**config.mk**
```make
export PLATFORM = sky130hd
export DESIGN_NAME = tri_axis_run_segment_mean
export DESIGN_NICKNAME = d
export VERILOG_FILES = /design/src/rtl/trsm_pkg.sv /design/src/rtl/trsm_front.sv /design/src/rtl/trsm_queue.sv /design/src/rtl/trsm_back.sv /design/src/rtl/tri_axis_run_segment_mean.sv
export SDC_FILE = /design/constraint.sdc
export NUM_CORES = 1
export LEC_CHECK = 0
export ABC_CLOCK_PERIOD_IN_PS = 8600
export BUFFER_PORTS_ARGS = -buffer_cell sky130_fd_sc_hd__buf_2
export CELL_PAD_IN_SITES_DETAIL_PLACEMENT = 0
export CELL_PAD_IN_SITES_GLOBAL_PLACEMENT = 1
export CORE_ASPECT_RATIO = 1.25
export CORE_MARGIN = 1
export CORE_UTILIZATION = 50
export CTS_BUF_LIST = sky130_fd_sc_hd__clkbuf_8
export CTS_CLUSTER_SIZE = 24
export DETAILED_ROUTE_END_ITERATION = 6
export PLACE_DENSITY_LB_ADDON = 0.1
export SYNTH_ARGS = -nofsm -noshare
export SYNTH_HDL_FRONTEND = slang
export SYNTH_SLANG_ARGS = --single-unit
```
**constraint.sdc**
```tcl
create_clock -name clk -period 8.6 [get_ports clk]
set_clock_uncertainty 0.05 [all_clocks]
set_input_delay 0.86 -clock clk [delete_from_list [all_inputs] [get_ports clk]]
set_output_delay 0.86 -clock clk [all_outputs]
set_load 0.05 [all_outputs]
```
**src/rtl/trsm_pkg.sv**
```systemverilog
package trsm_pkg;

  localparam int SAMPLE_BITS    = 16;
  localparam int COUNT_BITS     = 16;
  localparam int SUM_BITS       = SAMPLE_BITS + COUNT_BITS;
  localparam int THRESH_BITS    = 15;
  localparam int CMP_BITS       = ((SAMPLE_BITS > THRESH_BITS) ? SAMPLE_BITS : THRESH_BITS) + 2;
  localparam int AXES           = 3;
  localparam int AXIS_BITS      = 2;
  localparam int QUEUE_DEPTH    = 2;
  localparam int QUEUE_PTR_BITS = $clog2(QUEUE_DEPTH);
  localparam int ITER_BITS      = $clog2(SAMPLE_BITS);

  localparam logic [THRESH_BITS-1:0] THRESH_RESET = THRESH_BITS'(410);

  typedef enum logic [1:0] {
    LEVEL_ZERO  = 2'd0,
    LEVEL_PLUS  = 2'd1,
    LEVEL_MINUS = 2'd2
  } level_t;

  typedef enum logic [1:0] {
    BACK_IDLE,
    BACK_LOAD,
    BACK_DIV,
    BACK_EMIT
  } back_state_t;

  typedef struct packed {
    logic [AXES-1:0][1:0]          levels;
    logic                          mean_valid;
    logic                          gesture_end;
    logic [AXES-1:0][SUM_BITS-1:0] sums;
    logic [COUNT_BITS-1:0]         count;
  } job_t;

  function automatic level_t quantize(input logic [SAMPLE_BITS-1:0] s,
                                      input logic [THRESH_BITS-1:0] t);
    logic signed [CMP_BITS-1:0] sx;
    logic signed [CMP_BITS-1:0] tp;
    logic signed [CMP_BITS-1:0] tn;
    sx = CMP_BITS'($signed(s));
    tp = $signed({{(CMP_BITS-THRESH_BITS){1'b0}}, t});
    tn = -tp;
    if (sx > tp) begin
      return LEVEL_PLUS;
    end else if (sx < tn) begin
      return LEVEL_MINUS;
    end else begin
      return LEVEL_ZERO;
    end
  endfunction

endpackage

```
**src/rtl/trsm_front.sv**
```systemverilog
module trsm_front (
  input  logic                                   clk,
  input  logic                                   rst,
  input  logic                                   cfg_valid,
  input  logic [trsm_pkg::THRESH_BITS-1:0]       cfg_data,
  input  logic                                   push,
  input  logic                                   full,
  input  logic                                   button_held,
  input  logic signed [trsm_pkg::SAMPLE_BITS-1:0] accel_x,
  input  logic signed [trsm_pkg::SAMPLE_BITS-1:0] accel_y,
  input  logic signed [trsm_pkg::SAMPLE_BITS-1:0] accel_z,
  output logic                                   job_push,
  output trsm_pkg::job_t                         job
);

  logic [trsm_pkg::THRESH_BITS-1:0]                          threshold;
  logic [trsm_pkg::AXES-1:0][1:0]                            prev;
  logic [trsm_pkg::AXES-1:0][trsm_pkg::SUM_BITS-1:0]         sums;
  logic [trsm_pkg::COUNT_BITS-1:0]                           count;
  logic                                                      active;

  logic [trsm_pkg::AXES-1:0][trsm_pkg::SAMPLE_BITS-1:0]      samples;
  logic [trsm_pkg::AXES-1:0][trsm_pkg::SUM_BITS-1:0]         samples_ext;
  logic [trsm_pkg::AXES-1:0][1:0]                            lv;
  logic                                                      changed;
  logic                                                      accept;
  logic                                                      count_max;

  assign samples[0] = accel_x;
  assign samples[1] = accel_y;
  assign samples[2] = accel_z;

  always_comb begin
    changed = 1'b0;
    for (int i = 0; i < trsm_pkg::AXES; i++) begin
      lv[i]          = trsm_pkg::quantize(samples[i], threshold);
      samples_ext[i] = trsm_pkg::SUM_BITS'($signed(samples[i]));
      if (lv[i] != prev[i]) begin
        changed = 1'b1;
      end
    end
  end

  assign accept    = push && !full;
  assign job_push  = accept && (button_held || active);
  assign count_max = &count;

  always_comb begin
    job.levels      = lv;
    job.mean_valid  = !button_held || changed;
    job.gesture_end = !button_held;
    job.sums        = sums;
    job.count       = count;
  end

  always_ff @(posedge clk) begin
    if (rst) begin
      threshold <= trsm_pkg::THRESH_RESET;
      prev      <= '0;
      sums      <= '0;
      count     <= trsm_pkg::COUNT_BITS'(1);
      active    <= 1'b0;
    end else begin
      if (cfg_valid) begin
        threshold <= cfg_data;
      end
      if (job_push) begin
        if (!button_held) begin
          prev   <= '0;
          sums   <= '0;
          count  <= trsm_pkg::COUNT_BITS'(1);
          active <= 1'b0;
        end else begin
          if (changed) begin
            sums  <= samples_ext;
            count <= trsm_pkg::COUNT_BITS'(1);
          end else if (!count_max) begin
            for (int i = 0; i < trsm_pkg::AXES; i++) begin
              sums[i] <= sums[i] + samples_ext[i];
            end
            count <= count + trsm_pkg::COUNT_BITS'(1);
          end
          prev   <= lv;
          active <= 1'b1;
        end
      end
    end
  end

endmodule

```
**src/rtl/trsm_queue.sv**
```systemverilog
module trsm_queue (
  input  logic           clk,
  input  logic           rst,
  input  logic           wr_en,
  input  trsm_pkg::job_t wr_data,
  input  logic           rd_en,
  output trsm_pkg::job_t rd_data,
  output logic           full,
  output logic           empty
);

  trsm_pkg::job_t                        entries [trsm_pkg::QUEUE_DEPTH];
  logic [trsm_pkg::QUEUE_PTR_BITS-1:0]   wr_ptr;
  logic [trsm_pkg::QUEUE_PTR_BITS-1:0]   rd_ptr;
  logic [trsm_pkg::QUEUE_PTR_BITS:0]     fill;
  logic                                  do_wr;
  logic                                  do_rd;

  assign full    = fill == (trsm_pkg::QUEUE_PTR_BITS+1)'(trsm_pkg::QUEUE_DEPTH);
  assign empty   = fill == '0;
  assign do_wr   = wr_en && !full;
  assign do_rd   = rd_en && !empty;
  assign rd_data = entries[rd_ptr];

  always_ff @(posedge clk) begin
    if (do_wr) begin
      entries[wr_ptr] <= wr_data;
    end
  end

  always_ff @(posedge clk) begin
    if (rst) begin
      wr_ptr <= '0;
      rd_ptr <= '0;
      fill   <= '0;
    end else begin
      if (do_wr) begin
        wr_ptr <= wr_ptr + 1'b1;
      end
      if (do_rd) begin
        rd_ptr <= rd_ptr + 1'b1;
      end
      if (do_wr && !do_rd) begin
        fill <= fill + 1'b1;
      end else if (do_rd && !do_wr) begin
        fill <= fill - 1'b1;
      end
    end
  end

endmodule

```
**src/rtl/trsm_back.sv**
```systemverilog
module trsm_back (
  input  logic                                    clk,
  input  logic                                    rst,
  input  logic                                    job_empty,
  input  trsm_pkg::job_t                          job,
  output logic                                    job_take,
  input  logic                                    pop,
  output logic                                    empty,
  output logic [1:0]                              level_x,
  output logic [1:0]                              level_y,
  output logic [1:0]                              level_z,
  output logic                                    mean_valid,
  output logic signed [trsm_pkg::SAMPLE_BITS-1:0] mean_x,
  output logic signed [trsm_pkg::SAMPLE_BITS-1:0] mean_y,
  output logic signed [trsm_pkg::SAMPLE_BITS-1:0] mean_z,
  output logic                                    gesture_end
);

  localparam logic [trsm_pkg::ITER_BITS-1:0] LAST_STEP =
    trsm_pkg::ITER_BITS'(trsm_pkg::SAMPLE_BITS - 1);
  localparam logic [trsm_pkg::AXIS_BITS-1:0] LAST_AXIS =
    trsm_pkg::AXIS_BITS'(trsm_pkg::AXES - 1);

  trsm_pkg::back_state_t                                  state;
  trsm_pkg::back_state_t                                  state_next;

  trsm_pkg::job_t                                         cur;
  logic [trsm_pkg::AXIS_BITS-1:0]                         axis;
  logic [trsm_pkg::ITER_BITS-1:0]                         step;
  logic [trsm_pkg::COUNT_BITS-1:0]                        rem;
  logic [trsm_pkg::SAMPLE_BITS-1:0]                       quo;
  logic                                                   neg;
  logic [trsm_pkg::AXES-1:0][trsm_pkg::SAMPLE_BITS-1:0]   means;

  logic                                                   out_valid;
  logic [trsm_pkg::AXES-1:0][1:0]                         out_levels;
  logic [trsm_pkg::AXES-1:0][trsm_pkg::SAMPLE_BITS-1:0]   out_means;
  logic                                                   out_mean_valid;
  logic                                                   out_end;

  logic                                                   out_free;
  logic                                                   load_en;
  logic                                                   div_en;
  logic                                                   last_step;
  logic                                                   emit;

  logic [trsm_pkg::SUM_BITS-1:0]                          dividend;
  logic [trsm_pkg::SUM_BITS-1:0]                          mag;
  logic [trsm_pkg::COUNT_BITS:0]                          trial;
  logic [trsm_pkg::COUNT_BITS:0]                          diff;
  logic                                                   ge;
  logic [trsm_pkg::COUNT_BITS-1:0]                        rem_new;
  logic [trsm_pkg::SAMPLE_BITS-1:0]                       quo_new;
  logic [trsm_pkg::SAMPLE_BITS-1:0]                       mean_val;

  assign out_free = !out_valid || pop;

  always_comb begin
    state_next = state;
    case (state)
      trsm_pkg::BACK_IDLE: begin
        if (!job_empty) begin
          state_next = job.mean_valid ? trsm_pkg::BACK_LOAD : trsm_pkg::BACK_EMIT;
        end
      end
      trsm_pkg::BACK_LOAD: begin
        state_next = trsm_pkg::BACK_DIV;
      end
      trsm_pkg::BACK_DIV: begin
        if (step == LAST_STEP) begin
          state_next = (axis == LAST_AXIS) ? trsm_pkg::BACK_EMIT : trsm_pkg::BACK_LOAD;
        end
      end
      trsm_pkg::BACK_EMIT: begin
        if (out_free) begin
          state_next = trsm_pkg::BACK_IDLE;
        end
      end
      default: begin
        state_next = trsm_pkg::BACK_IDLE;
      end
    endcase
  end

  always_comb begin
    job_take  = 1'b0;
    load_en   = 1'b0;
    div_en    = 1'b0;
    last_step = 1'b0;
    emit      = 1'b0;
    case (state)
      trsm_pkg::BACK_IDLE: begin
        job_take = !job_empty;
      end
      trsm_pkg::BACK_LOAD: begin
        load_en = 1'b1;
      end
      trsm_pkg::BACK_DIV: begin
        div_en    = 1'b1;
        last_step = step == LAST_STEP;
      end
      trsm_pkg::BACK_EMIT: begin
        emit = out_free;
      end
      default: begin
        job_take = 1'b0;
      end
    endcase
  end

  always_comb begin
    dividend = cur.sums[axis];
    mag      = dividend[trsm_pkg::SUM_BITS-1] ? -dividend : dividend;
    trial    = {rem, quo[trsm_pkg::SAMPLE_BITS-1]};
    diff     = trial - {1'b0, cur.count};
    ge       = trial >= {1'b0, cur.count};
    rem_new  = ge ? diff[trsm_pkg::COUNT_BITS-1:0] : trial[trsm_pkg::COUNT_BITS-1:0];
    quo_new  = {quo[trsm_pkg::SAMPLE_BITS-2:0], ge};
    mean_val = neg ? -quo_new : quo_new;
  end

  always_ff @(posedge clk) begin
    if (rst) begin
      state     <= trsm_pkg::BACK_IDLE;
      out_valid <= 1'b0;
      axis      <= '0;
      step      <= '0;
    end else begin
      state <= state_next;
      if (emit) begin
        out_valid <= 1'b1;
      end else if (pop) begin
        out_valid <= 1'b0;
      end
      if (job_take) begin
        axis <= '0;
      end else if (last_step) begin
        axis <= axis + 1'b1;
      end
      if (load_en) begin
        step <= '0;
      end else if (div_en) begin
        step <= step + 1'b1;
      end
    end
  end

  always_ff @(posedge clk) begin
    if (job_take) begin
      cur   <= job;
      means <= '0;
    end
    if (load_en) begin
      neg <= dividend[trsm_pkg::SUM_BITS-1];
      rem <= mag[trsm_pkg::SUM_BITS-1:trsm_pkg::SAMPLE_BITS];
      quo <= mag[trsm_pkg::SAMPLE_BITS-1:0];
    end
    if (div_en) begin
      rem <= rem_new;
      quo <= quo_new;
    end
    if (last_step) begin
      means[axis] <= mean_val;
    end
    if (emit) begin
      out_levels     <= cur.levels;
      out_means      <= means;
      out_mean_valid <= cur.mean_valid;
      out_end        <= cur.gesture_end;
    end
  end

  assign empty       = !out_valid;
  assign level_x     = out_levels[0];
  assign level_y     = out_levels[1];
  assign level_z     = out_levels[2];
  assign mean_x      = out_means[0];
  assign mean_y      = out_means[1];
  assign mean_z      = out_means[2];
  assign mean_valid  = out_mean_valid;
  assign gesture_end = out_end;

endmodule

```
**src/rtl/tri_axis_run_segment_mean.sv**
```systemverilog
// Run-segment mean of a three-axis accelerometer stream. Each beat quantizes
// x, y and z against the threshold and, while the button is held, extends or
// closes a run of equal levels; a closing beat or a release yields the run's
// per-axis mean, truncated toward zero. The front takes one input beat per
// cycle, while full is low, into a two-entry job queue; the back runs one
// shared restoring divider, one quotient bit per cycle, over the three axes
// in turn and takes no new job until the last result has been emitted. The
// sustained rate of results with means is set by that divider; push sees
// full only while both queue entries wait on a busy or stalled back end.
module tri_axis_run_segment_mean (
  input  logic                                    clk,
  input  logic                                    rst,
  input  logic                                    cfg_valid,
  output logic                                    cfg_ready,
  input  logic [trsm_pkg::THRESH_BITS-1:0]        cfg_data,
  input  logic                                    push,
  output logic                                    full,
  input  logic                                    button_held,
  input  logic signed [trsm_pkg::SAMPLE_BITS-1:0] accel_x,
  input  logic signed [trsm_pkg::SAMPLE_BITS-1:0] accel_y,
  input  logic signed [trsm_pkg::SAMPLE_BITS-1:0] accel_z,
  output logic                                    empty,
  input  logic                                    pop,
  output logic [1:0]                              level_x,
  output logic [1:0]                              level_y,
  output logic [1:0]                              level_z,
  output logic                                    mean_valid,
  output logic signed [trsm_pkg::SAMPLE_BITS-1:0] mean_x,
  output logic signed [trsm_pkg::SAMPLE_BITS-1:0] mean_y,
  output logic signed [trsm_pkg::SAMPLE_BITS-1:0] mean_z,
  output logic                                    gesture_end
);

  trsm_pkg::job_t job_in;
  trsm_pkg::job_t job_out;
  logic           job_push;
  logic           job_take;
  logic           job_empty;

  assign cfg_ready = 1'b1;

  trsm_front u_front (
    .clk         (clk),
    .rst         (rst),
    .cfg_valid   (cfg_valid),
    .cfg_data    (cfg_data),
    .push        (push),
    .full        (full),
    .button_held (button_held),
    .accel_x     (accel_x),
    .accel_y     (accel_y),
    .accel_z     (accel_z),
    .job_push    (job_push),
    .job         (job_in)
  );

  trsm_queue u_queue (
    .clk     (clk),
    .rst     (rst),
    .wr_en   (job_push),
    .wr_data (job_in),
    .rd_en   (job_take),
    .rd_data (job_out),
    .full    (full),
    .empty   (job_empty)
  );

  trsm_back u_back (
    .clk         (clk),
    .rst         (rst),
    .job_empty   (job_empty),
    .job         (job_out),
    .job_take    (job_take),
    .pop         (pop),
    .empty       (empty),
    .level_x     (level_x),
    .level_y     (level_y),
    .level_z     (level_z),
    .mean_valid  (mean_valid),
    .mean_x      (mean_x),
    .mean_y      (mean_y),
    .mean_z      (mean_z),
    .gesture_end (gesture_end)
  );

endmodule

```
==> metrics.md <==
| Metric | Value |
|---|---|
| Critical path data required time | 9.11 ns |
| Antenna violations before repair | 2 |
| Die Wd | 231.9 um |
| Max-slew headroom | 16.80% |
| CTS tree | yes |
| Vert. Die Dim | 289.4 um |
| Net count after synthesis | 3,249 |
| Worst r2r dst | u_front.job[32]$_SDFFE_PP0P_ |
| Cell row count | 105 |
| Category of the worst setup path launch point | flop |
| Setup TNS after final layout | 0 ns |
| Most instantiated flip-flop cell in the synthesis netlist | sky130_fd_sc_hd__edfxtp_1 |
| Number of warnings printed during yosys synthesis | 0 |
| Average footprint of a synthesized cell | 11.15 um2 |
| Register bit count reported by yosys | 645 |
| Crit path capture type | flop |
| All-layer global routing usage | 24.93% |
| Transition time at the pin with the least slew margin | 1.243 ns |
| Leakage power of the design | 14.26 nW |
| Routed length per instance | 20.80 um |
| Total Wirelength | 83,980 um |
| Initial core utilization | 50.40% |
| Delay contributed by the slowest stage of the critical path | 0.68 ns |
| Vias per cell | 5.791 |
| Endpoint of the worst setup timing path | u_front.job[32]$_SDFFE_PP0P_ |
| Category of the most critical setup path | flop to flop |
| Clock-pin slew reported for the worst setup and hold paths after clock tree synthesis | 0.07 ns |
| Worst path arrival time | 7.21 ns |
| Critical path launch point | u_front.threshold[0]$_SDFFE_PP0P_ |
| Final hold violations | 0 |
| Maximum clock frequency | 149.4 MHz |
| Via total after detailed routing | 23.38k |
| Placement Cell Area | 0.03446 mm2 |
| Number of setup violations in the final report | 0 |
| Number of CTS-inserted buffers | 102 |
| Final count of pins violating max slew | 0 |
| First-pass GRT wire length | 128,800 um |
| Area added between synthesis and finish | 10.88% |
| # hold bufs at CTS | 0 |
| Final HPWL DP | 58,830 um |
| Final worst hold slack | 0.3091 ns |
| Insertion delay of the later-clocked pin in the worst-skew pair | 0.72 ns |
| CTS max path bufs | 3 |
| Gate count of the mapped netlist | 2,963 |
| Worst VDD drop | 177.0 uV |
| Critical-path top delay cell | sky130_fd_sc_hd__buf_4 |
| Weighted congestion at the end of routability-driven global placement | 0.8746 |
| DRT iter0 DRCs | 1,414 |
| Number of nets in the final layout | 3,379 |
| Core Region | 0.06556 mm2 |
| Series of cell instances along the critical path | or4_4 -> nor4_1 -> nand4_1 -> nor3_1 -> ha_1 -> nand4_1 -> inv_1 -> o211a_1 -> and4_1 -> a2111oi_0 -> o2111ai_1 -> o211ai_4 -> buf_4 -> buf_4 -> mux2_2 -> nand2_1 -> o21ai_0 |
| Register area share after synthesis | 52.68% |
| Clock Tree Root | sky130_fd_sc_hd__clkbuf_8 |
| Startpoint of the worst register-to-register path | u_front.threshold[0]$_SDFFE_PP0P_ |
| Areal power density over the cells | 271.7 mW/mm2 |
| Max Fanout on Critical Path | 54 |
| Number of clock sinks seen by CTS | 645 |
| Synth unique cells | 88 |
| Min-delay worst type | input port to flop |
| Number of I/O pins | 128 |
| Final std cell area, no fill | 0.03663 mm2 |
| Layout cells sized above 1 | 15.38% |
| Length of the first detailed-routing pass in iterations | 5 |
| RSZ-0062 raised after global routing | no |
| Buffer count from post-CTS setup fixing | 0 |
| Via count of the first global-routing pass | 22.99k |
| Fraction of synthesis flops using an asynchronous set or reset pin | 0% |
| Die Footprint | 0.06712 mm2 |
| Remaining global-route overflow | 0 |
| Number of input and output port buffers inserted | 126 |
| Total number of H-tree levels | 3 |
| R2R setup slack | 1.91 ns |
| DRC violation count after routing | 0 |
| Number of gates resized after cts | 0 |
| Cells on worst reg2reg path | 17 |
| Clock period minus worst slack | 6.692 ns |
| Final worst-path cycle share | 77.81% |
| Number of max-cap violations | 0 |
| Remaining antenna violation count | 0 |
| Outcome | finished clean |
| Start point of the worst min-delay path | cfg_data[7] |
| Largest net degree at the start of global routing | 121 |
| EDFF count, synth | 449 |
| Total standard cell area after synthesis | 0.03304 mm2 |
[cell type report]
type                            instances  area (um2)
Fill cell                            5656       28920
Sequential cell                       645       17410
Multi-Input combinational cell       2095       14770
Clock buffer                          111        1528
Tap cell                              856        1071
Timing Repair Buffer                  151       833.3
Clock inverter                         79       640.6
Inverter                               98       372.9
Antenna cell                            2       5.005
[report_power, final]
group          switching, mW  internal [mW]  leakage (nW)
registers              0.289           4.04          5.79
clock network           1.25           1.51          1.20
logic                   1.86           1.01          7.27
[state kept, by name, indices dropped and copies added, names as in the netlist, 2 cells and up, named ones only]
signal	cells
u_back.level_x	2
u_back.level_y	2
u_queue.entries	240
u_back.state	2
u_back.quo	16
u_front.job	96
u_back.mean_y	16
u_back.level_z	2
u_back.rem	16
u_front.prev	6
u_back.step	4
u_back.mean_x	16
u_queue.fill	2
u_back.means	48
u_back.cur	120
u_back.axis	2
u_front.count	16
u_front.threshold	15
u_back.mean_z	16
[cells in the final DEF, fill, tap and decap left out, drive strengths merged, types with 120 or more instances in the layout]
cell type  netlist  routed
mux2           151     151
dfxtp          196     196
inv             97     126
edfxtp         449     449
nand3          120     120
o21ai          207     207
nand2          191     191
a21oi          170     170
ha             213     213
nor2           263     263
buf             28     151
[worst min-delay path by stage]
stage	slack, ns	depth (start not counted)	to
final	0.31	3	u_front.threshold[7]$_SDFFE_PP1P_
after global placement	0.35	0	u_back.level_z[1]$_DFFE_PP_
after CTS	0.25	3	u_front.threshold[7]$_SDFFE_PP1P_
after floorplan	0.35	0	u_back.mean_x[11]$_DFFE_PP_
after detailed placement	0.36	0	u_back.level_z[1]$_DFFE_PP_
after global routing	0.28	3	u_front.threshold[7]$_SDFFE_PP1P_
[worst max-delay path, delay by kind of cell (launching register included)]
kind,cells,cell delay [ns]
adder cells (fa/ha/maj),1,0.42
flip-flops,1,0.39
AND/OR/NAND/NOR,7,2.54
multiplexers,1,0.43
AO/OA/AOI/OAI,5,1.25
buffers and inverters,3,1.41
[through the flow]
stage                     utilization (%)  power (mW)  instances  worst slack [ns]
after detailed placement            52.56       7.276       3845             1.815
after floorplan                         -       6.418       2963             1.540
final                               55.88       9.954       4037             1.908
after global routing                55.88       10.50       4036             1.438
after CTS                           55.87       10.06       4035             1.768
after global placement              52.56       7.204       3845             2.021
[cells by family after synthesis]
kind of cell / synth area share, %
flops: 52.68
other cells: 0.01135
mux: 7.388
xor+xnor: 3.761
simple gates: 11.55
fa+ha+maj: 8.343
compound gates: 13.49
buf+inv: 2.768
[routing by layer]
layer / global-route usage (%) / vias up / routed length [um]
li1: - / 11342 / -
met1: 30.00 / 11366 / 35420
met2: 44.66 / 526 / 42580
met3: 3.671 / 146 / 3164
met4: 9.770 / 0 / 2813
met5: 0 / - / 0
[cells in the mapped netlist (6+ instances only)]
master / number / share of area [%]
sky130_fd_sc_hd__o211ai_1: 21 / 0.48
sky130_fd_sc_hd__o2111ai_1: 6 / 0.16
sky130_fd_sc_hd__a21oi_1: 170 / 2.6
sky130_fd_sc_hd__xor2_1: 55 / 1.5
sky130_fd_sc_hd__clkbuf_1: 95 / 1.1
sky130_fd_sc_hd__a22oi_1: 42 / 0.95
sky130_fd_sc_hd__or4_1: 9 / 0.20
sky130_fd_sc_hd__a211oi_1: 15 / 0.34
sky130_fd_sc_hd__a31o_2: 7 / 0.19
sky130_fd_sc_hd__o21a_1: 15 / 0.34
sky130_fd_sc_hd__nor2b_1: 20 / 0.38
sky130_fd_sc_hd__nor2_1: 262 / 3.0
sky130_fd_sc_hd__nand4_1: 26 / 0.49
sky130_fd_sc_hd__or3_1: 26 / 0.49
sky130_fd_sc_hd__a2bb2oi_1: 7 / 0.19
sky130_fd_sc_hd__mux2i_1: 74 / 2.2
sky130_fd_sc_hd__a31oi_1: 32 / 0.61
sky130_fd_sc_hd__buf_2: 13 / 0.20
sky130_fd_sc_hd__o41ai_1: 7 / 0.19
sky130_fd_sc_hd__o31ai_1: 20 / 0.45
sky130_fd_sc_hd__and4_1: 8 / 0.21
sky130_fd_sc_hd__o2bb2ai_1: 10 / 0.27
sky130_fd_sc_hd__inv_1: 96 / 1.1
sky130_fd_sc_hd__mux2_2: 151 / 5.1
sky130_fd_sc_hd__nor4_1: 19 / 0.36
sky130_fd_sc_hd__o21ai_0: 204 / 3.1
sky130_fd_sc_hd__o21bai_1: 16 / 0.36
sky130_fd_sc_hd__xnor2_1: 85 / 2.3
sky130_fd_sc_hd__a2111oi_0: 6 / 0.16
sky130_fd_sc_hd__dfxtp_1: 196 / 12
sky130_fd_sc_hd__nand2b_1: 30 / 0.57
sky130_fd_sc_hd__and3_1: 21 / 0.40
sky130_fd_sc_hd__and2_1: 8 / 0.15
sky130_fd_sc_hd__nor3_1: 43 / 0.65
sky130_fd_sc_hd__ha_1: 213 / 8.1
sky130_fd_sc_hd__a21o_1: 70 / 1.6
sky130_fd_sc_hd__edfxtp_1: 449 / 41
sky130_fd_sc_hd__nand2_1: 191 / 2.2
sky130_fd_sc_hd__nand3_1: 120 / 1.8
Note: power is estimated with default switching activity, not from simulation.
